==> src/sv/rwlt_pkg.sv <==
`default_nettype none
// ----------------------------------------------------------------------------
// Reader/writer lock table: shared definitions
// Request codes, fixed port widths and the control structs that pass
// between the lock cells and the top level.
// ----------------------------------------------------------------------------
package rwlt_pkg;

	localparam int FUNC_W    = 3;
	localparam int KEY_IN_W  = 32;
	localparam int CNT_OUT_W = 16;

	localparam logic [FUNC_W-1:0] FN_REGISTER  = 3'd0;
	localparam logic [FUNC_W-1:0] FN_DROP      = 3'd1;
	localparam logic [FUNC_W-1:0] FN_ACQ_READ  = 3'd2;
	localparam logic [FUNC_W-1:0] FN_REL_READ  = 3'd3;
	localparam logic [FUNC_W-1:0] FN_ACQ_WRITE = 3'd4;
	localparam logic [FUNC_W-1:0] FN_REL_WRITE = 3'd5;

	// Control part of the lookup word that walks down the row of cells.
	typedef struct packed {
		logic              active;
		logic [FUNC_W-1:0] func;
		logic              hit;
		logic              hit_writer;
		logic              free_found;
	} tok_flags_t;

	// Control part of the update that is broadcast to all cells.
	typedef struct packed {
		logic en;
		logic valid;
		logic writer;
	} upd_t;

endpackage
`default_nettype wire

==> src/sv/rwlt_cell.sv <==
`default_nettype none
// ----------------------------------------------------------------------------
// Reader/writer lock table: lock cell
// Holds one table entry. The lookup word from the previous cell is merged
// with this entry and registered on its way to the next cell.
// ----------------------------------------------------------------------------
module rwlt_cell #(
	parameter int IDX        = 0,
	parameter int IDX_W      = 4,
	parameter int KEY_BITS   = 32,
	parameter int COUNT_BITS = 16
) (
	input  wire                       clk,
	input  wire                       arst_n,
	input  wire rwlt_pkg::tok_flags_t in_flags,
	input  wire  [KEY_BITS-1:0]       in_key,
	input  wire  [IDX_W-1:0]          in_hit_idx,
	input  wire  [COUNT_BITS-1:0]     in_hit_readers,
	input  wire  [IDX_W-1:0]          in_free_idx,
	output rwlt_pkg::tok_flags_t      out_flags,
	output logic [KEY_BITS-1:0]       out_key,
	output logic [IDX_W-1:0]          out_hit_idx,
	output logic [COUNT_BITS-1:0]     out_hit_readers,
	output logic [IDX_W-1:0]          out_free_idx,
	input  wire rwlt_pkg::upd_t       upd,
	input  wire  [IDX_W-1:0]          upd_idx,
	input  wire  [KEY_BITS-1:0]       upd_key,
	input  wire  [COUNT_BITS-1:0]     upd_readers
);

	logic                  valid_q;
	logic [KEY_BITS-1:0]   key_q;
	logic [COUNT_BITS-1:0] readers_q;
	logic                  writer_q;

	rwlt_pkg::tok_flags_t  flags_d;
	logic [IDX_W-1:0]      hit_idx_d;
	logic [COUNT_BITS-1:0] hit_readers_d;
	logic [IDX_W-1:0]      free_idx_d;
	logic                  match;
	logic                  sel;

	assign match = valid_q && (key_q == in_key);
	assign sel   = upd.en && (upd_idx == IDX_W'(IDX));

	always_comb begin
		flags_d       = in_flags;
		hit_idx_d     = in_hit_idx;
		hit_readers_d = in_hit_readers;
		free_idx_d    = in_free_idx;
		if (match && !in_flags.hit) begin
			flags_d.hit        = 1'b1;
			flags_d.hit_writer = writer_q;
			hit_idx_d          = IDX_W'(IDX);
			hit_readers_d      = readers_q;
		end
		// Only the lowest free slot is kept for a later insert.
		if (!valid_q && !in_flags.free_found) begin
			flags_d.free_found = 1'b1;
			free_idx_d         = IDX_W'(IDX);
		end
	end

	always_ff @(posedge clk or negedge arst_n) begin
		if (!arst_n) begin
			out_flags <= '0;
		end else begin
			out_flags <= flags_d;
		end
	end

	always_ff @(posedge clk) begin
		out_key         <= in_key;
		out_hit_idx     <= hit_idx_d;
		out_hit_readers <= hit_readers_d;
		out_free_idx    <= free_idx_d;
	end

	always_ff @(posedge clk or negedge arst_n) begin
		if (!arst_n) begin
			valid_q <= 1'b0;
		end else if (sel) begin
			valid_q <= upd.valid;
		end
	end

	always_ff @(posedge clk) begin
		if (sel) begin
			key_q     <= upd_key;
			readers_q <= upd_readers;
			writer_q  <= upd.writer;
		end
	end

endmodule
`default_nettype wire

==> src/sv/reader_writer_lock_table_unit.sv <==
`default_nettype none
// ----------------------------------------------------------------------------
// Reader/writer lock table
// Table of shared/exclusive locks keyed by a resource key, built as a row
// of lock cells that a lookup word walks through.
// ----------------------------------------------------------------------------
// Usage:
//   A request word (func, key) is taken at a rising edge where start is high
//   and busy is low. busy then stays high until the lookup has passed every
//   cell. The lookup word enters cell 0 at the accepting edge and moves one
//   cell per cycle; once it has left the last cell, the
//   next edge applies the update to the chosen cell and registers the
//   result word. done is high for exactly that one following cycle, with
//   granted, table_full, reader_count and write_held valid alongside it.
//   The receiver cannot stall; a result word is shown once and is gone.
//   A new request can be taken at the edge that ends the cycle in which done
//   is high, so only one request is in the cell row at a time.
//   Reset clears all entry valid bits at once and leaves the block idle;
//   key and count storage is written on allocation.
// ----------------------------------------------------------------------------
module reader_writer_lock_table_unit #(
	parameter int ENTRIES    = 16,
	parameter int KEY_BITS   = 32,
	parameter int COUNT_BITS = 16
) (
	input  wire                                clk,
	input  wire                                arst_n,
	input  wire                                start,
	output logic                               busy,
	input  wire  [rwlt_pkg::FUNC_W-1:0]        func,
	input  wire  [rwlt_pkg::KEY_IN_W-1:0]      key,
	output logic                               done,
	output logic                               granted,
	output logic                               table_full,
	output logic [rwlt_pkg::CNT_OUT_W-1:0]     reader_count,
	output logic                               write_held
);

	localparam int IDX_W = (ENTRIES > 1) ? $clog2(ENTRIES) : 1;
	localparam int KIN_W = (KEY_BITS < rwlt_pkg::KEY_IN_W) ? KEY_BITS : rwlt_pkg::KEY_IN_W;
	localparam int CO_W  = (COUNT_BITS < rwlt_pkg::CNT_OUT_W) ? COUNT_BITS : rwlt_pkg::CNT_OUT_W;
	localparam logic [COUNT_BITS-1:0] COUNT_MAX = '1;

	rwlt_pkg::tok_flags_t  flags_c     [0:ENTRIES];
	logic [KEY_BITS-1:0]   key_c       [0:ENTRIES];
	logic [IDX_W-1:0]      hit_idx_c   [0:ENTRIES];
	logic [COUNT_BITS-1:0] hit_rd_c    [0:ENTRIES];
	logic [IDX_W-1:0]      free_idx_c  [0:ENTRIES];

	rwlt_pkg::upd_t        upd;
	logic [IDX_W-1:0]      upd_idx;
	logic [COUNT_BITS-1:0] upd_readers;

	logic                  busy_q;
	logic                  done_q;
	logic                  accept;

	// Result of the tail computation.
	rwlt_pkg::tok_flags_t  tf;
	logic                  ins;
	logic                  alloc;
	logic                  present;
	logic                  full;
	logic                  grant;
	logic [COUNT_BITS-1:0] rd;
	logic                  wr;

	assign accept = start && !busy_q;
	assign busy   = busy_q;
	assign done   = done_q;

	always_comb begin
		flags_c[0]            = '0;
		flags_c[0].active     = accept;
		flags_c[0].func       = func;
	end
	assign key_c[0]      = KEY_BITS'(key[KIN_W-1:0]);
	assign hit_idx_c[0]  = '0;
	assign hit_rd_c[0]   = '0;
	assign free_idx_c[0] = '0;

	for (genvar i = 0; i < ENTRIES; i++) begin : g_cell
		rwlt_cell #(
			.IDX        (i),
			.IDX_W      (IDX_W),
			.KEY_BITS   (KEY_BITS),
			.COUNT_BITS (COUNT_BITS)
		) u_cell (
			.clk             (clk),
			.arst_n          (arst_n),
			.in_flags        (flags_c[i]),
			.in_key          (key_c[i]),
			.in_hit_idx      (hit_idx_c[i]),
			.in_hit_readers  (hit_rd_c[i]),
			.in_free_idx     (free_idx_c[i]),
			.out_flags       (flags_c[i+1]),
			.out_key         (key_c[i+1]),
			.out_hit_idx     (hit_idx_c[i+1]),
			.out_hit_readers (hit_rd_c[i+1]),
			.out_free_idx    (free_idx_c[i+1]),
			.upd             (upd),
			.upd_idx         (upd_idx),
			.upd_key         (key_c[ENTRIES]),
			.upd_readers     (upd_readers)
		);
	end

	assign tf = flags_c[ENTRIES];

	always_comb begin
		ins = (tf.func == rwlt_pkg::FN_REGISTER) || (tf.func == rwlt_pkg::FN_ACQ_READ) ||
		      (tf.func == rwlt_pkg::FN_ACQ_WRITE);
		alloc   = ins && !tf.hit;
		full    = alloc && !tf.free_found;
		present = tf.hit || (alloc && tf.free_found);
		upd_idx = tf.hit ? hit_idx_c[ENTRIES] : free_idx_c[ENTRIES];
		// A freshly allocated entry starts with no holders.
		rd      = tf.hit ? hit_rd_c[ENTRIES] : '0;
		wr      = tf.hit && tf.hit_writer;
		grant   = 1'b0;
		upd.en  = tf.active && present;
		case (tf.func)
			rwlt_pkg::FN_REGISTER: begin
				grant = present;
			end
			rwlt_pkg::FN_DROP: begin
				if (present && !wr && rd == '0) begin
					present = 1'b0;
				end
				grant = present;
			end
			rwlt_pkg::FN_ACQ_READ: begin
				if (present && !wr && rd != COUNT_MAX) begin
					rd    = rd + COUNT_BITS'(1);
					grant = 1'b1;
				end
			end
			rwlt_pkg::FN_REL_READ: begin
				if (present && !wr) begin
					if (rd != '0) begin
						rd = rd - COUNT_BITS'(1);
					end
					grant = 1'b1;
				end
			end
			rwlt_pkg::FN_ACQ_WRITE: begin
				if (present && !wr && rd == '0) begin
					wr    = 1'b1;
					grant = 1'b1;
				end
			end
			rwlt_pkg::FN_REL_WRITE: begin
				if (present && wr) begin
					wr    = 1'b0;
					grant = 1'b1;
				end
			end
			default: begin
				grant = 1'b0;
			end
		endcase
		upd.valid   = present;
		upd.writer  = wr;
		upd_readers = rd;
	end

	always_ff @(posedge clk or negedge arst_n) begin
		if (!arst_n) begin
			busy_q <= 1'b0;
			done_q <= 1'b0;
		end else begin
			done_q <= tf.active;
			if (accept) begin
				busy_q <= 1'b1;
			end else if (tf.active) begin
				busy_q <= 1'b0;
			end
		end
	end

	always_ff @(posedge clk) begin
		if (tf.active) begin
			granted      <= grant;
			table_full   <= full;
			reader_count <= present ? rwlt_pkg::CNT_OUT_W'(rd[CO_W-1:0]) : '0;
			write_held   <= present && wr;
		end
	end

	// A result word always ends the request, so the block is idle with it.
	a_done_idle: assert property (@(posedge clk) disable iff (!arst_n)
		done_q |-> !busy_q)
		else $error("result shown while still busy");

	a_accept_busy: assert property (@(posedge clk) disable iff (!arst_n)
		accept |=> busy_q)
		else $error("busy not raised after accepting a request");

	a_full_refused: assert property (@(posedge clk) disable iff (!arst_n)
		(done_q && table_full) |-> (!granted && !write_held && reader_count == '0))
		else $error("full table reported with a live entry");

	a_excl: assert property (@(posedge clk) disable iff (!arst_n)
		(done_q && write_held) |-> (reader_count == '0))
		else $error("writer and readers hold the same entry");

endmodule
`default_nettype wire
==> config.mk <==
export PLATFORM = sky130hd
export DESIGN_NAME = reader_writer_lock_table_unit
export DESIGN_NICKNAME = d
export VERILOG_FILES = /design/src/sv/rwlt_pkg.sv /design/src/sv/rwlt_cell.sv /design/src/sv/reader_writer_lock_table_unit.sv
export SDC_FILE = /design/constraint.sdc
export NUM_CORES = 2
export LEC_CHECK = 0
export BUFFER_PORTS_ARGS = -buffer_cell sky130_fd_sc_hd__buf_2
export CAP_MARGIN = 20
export CORE_MARGIN = 5
export CORE_UTILIZATION = 38
export CTS_CLUSTER_SIZE = 40
export DETAILED_ROUTE_END_ITERATION = 16
export GPL_TIMING_DRIVEN = 0
export SYNTH_ARGS = -nofsm -noshare
export SYNTH_HDL_FRONTEND = slang
export SYNTH_SLANG_ARGS = --single-unit
==> constraint.sdc <==
create_clock -name clk -period 3.7 [get_ports clk]
set_input_delay 0.185 -clock clk [delete_from_list [all_inputs] [get_ports clk]]
set_output_delay 0.185 -clock clk [all_outputs]
set_load 0.05 [all_outputs]
==> impl_results.md <==
- Final slew viol count: 0
- WP data required: 4.29 ns
- Maximum vdd drop: 0.363 mV
- Setup TNS: 0 ns
- Largest net degree at the start of global routing: 82
- Hold Path Stages: 2
- Crit path max fanout: 19
- Skew final: 0.0481 ns
- Final hold viol count: 0
- Synth async-reset ratio: 0.0723
- Vias per inst: 4.49
- Compound-Gate Fraction of Synth Area: 0.0114
- DRC errors left: 0
- Post-Syn Nets: 3275
- Initial antenna violation count: 5
- Clock Tree Buf Depth: 3
- # port buffers: 58
- Hold path startpoint: key[20]
- Io pins: 59
- Post-synthesis cell count: 3235
- Skew-Pair Late Insertion Delay: 0.79 ns
- Post-synthesis sequential area ratio: 0.797
- Power Total: 39.3 mW
- Synth cell types: 75
- Vert. Die Dim: 394 um
- R2R Setup Slk: 0.19 ns
- Pwr/cell area: 595 nW/um^2
- Vias: 25.3k
- Num rows: 141
- Core Util, Final: 0.449
- RSZ-0062 raised after global routing: true
- Global-route wire length before repair: 164000 um
- Synth top area cells: edfxtp_1 (43%), dfxtp_1 (31%), xnor2_1 (6.6%)
- Clock Tree Root: clkbuf_16
- CP Launch Type: flop
- Min Hold Slack: 0.0614 ns
- FF-to-FF path depth: 14
- Total wire length: 107000 um
- Detailed Place HPWL: 75900 um
- Top cell type's share of synthesized area: 0.430
- Crit Path Category: flop to flop
- Initial Util: 0.381
- Number of global-route vias before repair: 26.0k
- CTS H-tree lvls: 4
- Run status: finished, final reports clean
- Die W: 394 um
- Syn. warnings: 0
- Full die area: 155000 sq um
- Post-Synth Simple-Gate Area: 0.0502
- Most frequent cells after synthesis: dfxtp_1 (866), edfxtp_1 (803), xnor2_1 (420)
- Largest area contributor in the netlist: edfxtp_1
- Final setup violation count: 0
- Min-Delay Path Class: input pin to flop
- Xor/xnor share of the synthesized area: 0.0790
- Total CTS buffers: 170
- Count leader, synth: dfxtp_1
- Remaining Overflow, GRT: 0
- Maxcap violations: 0
- Antenna-violating nets left: 0
- Routed len/inst: 19.0 um
- Clock sinks: 1799
- Cell Area, Synth: 56100 sq um
- Hold path endpoint: g_cell[0].u_cell.out_key[20]
- Clock Pin Slew Worst Setup and Hold Paths: 0.06 ns
- Mux contribution to synthesized area: 0.0566
- Ys flop type: dfxtp_1
- Leak: 24.1 nW
- Slew HR: 0.245
- Area grow syn2layout: 17.9%
- Post-route minimum period: 3.51 ns
- Syn avg cell area: 17.3 sq um
- Total Routing Usage GR: 0.138
- Adder-cell area share of the yosys netlist: 0.000446
- Largest family of logic cells by synthesized area: XOR/XNOR gates
- Worst Setup End Kind: flop
- Routability congestion estimate: 0.854
- Drt first-iter violations: 1660
- FF+latch count, synth: 1799
- FF-to-FF Start: g_cell[15].u_cell.out_flags[2]
- Layout cells sized above 1: 0.135
- Post-synth EDFFs: 803
- Reg-to-Reg End: g_cell[6].u_cell.readers_q[8]
- CTS tree: done
- Data arrival time of the worst path: 4.10 ns
- Peak Freq: 285 MHz
- Worst Tran Pin Value: 1.13 ns
- Core ar.: 147000 sq um
- 1st-pass router iterations: 5
- Final Cycle Share: 0.949
- Fin nets: 3603
==> cell type report <==
cell class / instances / area, sq um
Timing Repair Buffer: 157 / 1620
Clock inverter: 65 / 868
Clock buffer: 255 / 4860
Multi-Input combinational cell: 1371 / 11400
Antenna cell: 3 / 7.51
Inverter: 23 / 86.3
Fill cell: 12791 / 81000
Buffer: 41 / 204
Sequential cell: 1799 / 44700
Tap cell: 1930 / 2410
==> layout by cell type (no fill, tap or decap), drive strengths merged, types with 3 or more instances in the layout <==
master	netlist	layout
a2111oi	3	3
a211oi	7	7
a21oi	17	17
a31oi	6	6
a32oi	3	3
and2	20	20
and3	7	7
and4	3	3
buf	30	142
bufinv	0	11
clkbuf	12	266
clkinv	2	46
dfrtp	130	130
dfxtp	866	866
diode	0	3
dlygate4sd3	0	45
edfxtp	803	803
inv	21	30
mux2	272	272
mux2i	11	11
nand2	45	45
nand2b	35	35
nand3	26	26
nand4	114	114
nor2	76	76
nor2b	43	43
nor3	20	20
nor3b	3	3
nor4	38	38
o21ai	15	15
o221ai	3	3
o22ai	3	3
o32ai	3	3
or2	56	56
or3	4	4
xnor2	420	420
xor2	86	86
==> cell families (layout without fill, tap and decap cells) <==
kind of cell	Yosys count	count (layout)
fa+ha+maj	2	2
simple gates	495	495
xor+xnor	506	506
compound gates	85	85
buf+inv	65	541
flops	1799	1799
other cells	0	3
mux	283	283
==> flip-flops by register name (all words and copies together) (netlist names) <==
register	cells
g_cell.u_cell.out_hit_readers	256
g_cell.u_cell.out_key	512
done	1
g_cell.u_cell.out_free_idx	49
g_cell.u_cell.readers_q	256
g_cell.u_cell.out_hit_idx	49
write_held	1
g_cell.u_cell.writer_q	16
busy	1
g_cell.u_cell.out_flags	112
g_cell.u_cell.valid_q	16
g_cell.u_cell.key_q	512
table_full	1
granted	1
reader_count	16
==> report_power, final <==
group,total [mW],switching (mW),leakage [nW],internal [mW]
sequential,21.4,0.381,15.9,21.1
combinational,0.540,0.261,5.48,0.279
clock,17.3,7.37,2.78,9.98
total,39.3,8.01,24.1,31.3
==> critical path, stage by stage, from the launching register on <==
cell and delay (ns):
dfrtp_1 0.31, buf_2 0.23, buf_4 0.24, buf_6 0.24, nand2_1 0.11, inv_1 0.12
ha_1 0.19, nand4_1 0.21, or2_2 0.36, a2111oi_2 0.32, nand3_1 0.14, or3_1 0.35
o211ai_1 0.11, buf_4 0.19, buf_4 0.21
==> worst max-delay path by stage <==
stage	start	end	depth (start not counted)
2_1_floorplan	g_cell[15].u_cell.out_flags[2]	g_cell[8].u_cell.valid_q	7
3_3_place_gp	g_cell[15].u_cell.out_flags[2]	g_cell[0].u_cell.valid_q	7
3_5_place_dp	g_cell[15].u_cell.out_flags[2]	reader_count[1]	12
4_1_cts	g_cell[15].u_cell.out_flags[2]	g_cell[7].u_cell.readers_q[8]	14
5_1_grt	g_cell[15].u_cell.out_flags[2]	g_cell[5].u_cell.readers_q[2]	14
6_report	g_cell[15].u_cell.out_flags[2]	g_cell[6].u_cell.readers_q[8]	14
==> routing by layer <==
layer  part of all wire  global-route usage  routed length [um]
met1               0.48               0.196               50900
met2               0.45               0.214               48400
met3              0.045              0.0269                4810
met4              0.027              0.0457                2910
met5                  0                   0                   0
==> per-stage QoR <==
stage,cells,area [sq um],setup WS [ns]
4_1_cts,5636,66000,0.120
2_1_floorplan,3235,56100,-0.385
3_3_place_gp,5223,58800,-2.50
5_1_grt,5641,66100,-0.0470
6_report,5644,66100,0.187
3_5_place_dp,5262,59600,-1.37
==> timing repair <==
item                                   in CTS  in global routing
endpoints found under the hold margin     167                  0
gates resized for setup                    16                  6
setup buffers                               9                  4
setup endpoints to repair                 282                174
pin swaps                                   6                  2
hold buffers                               46                  0
Note: power is estimated with default switching activity, not from simulation.
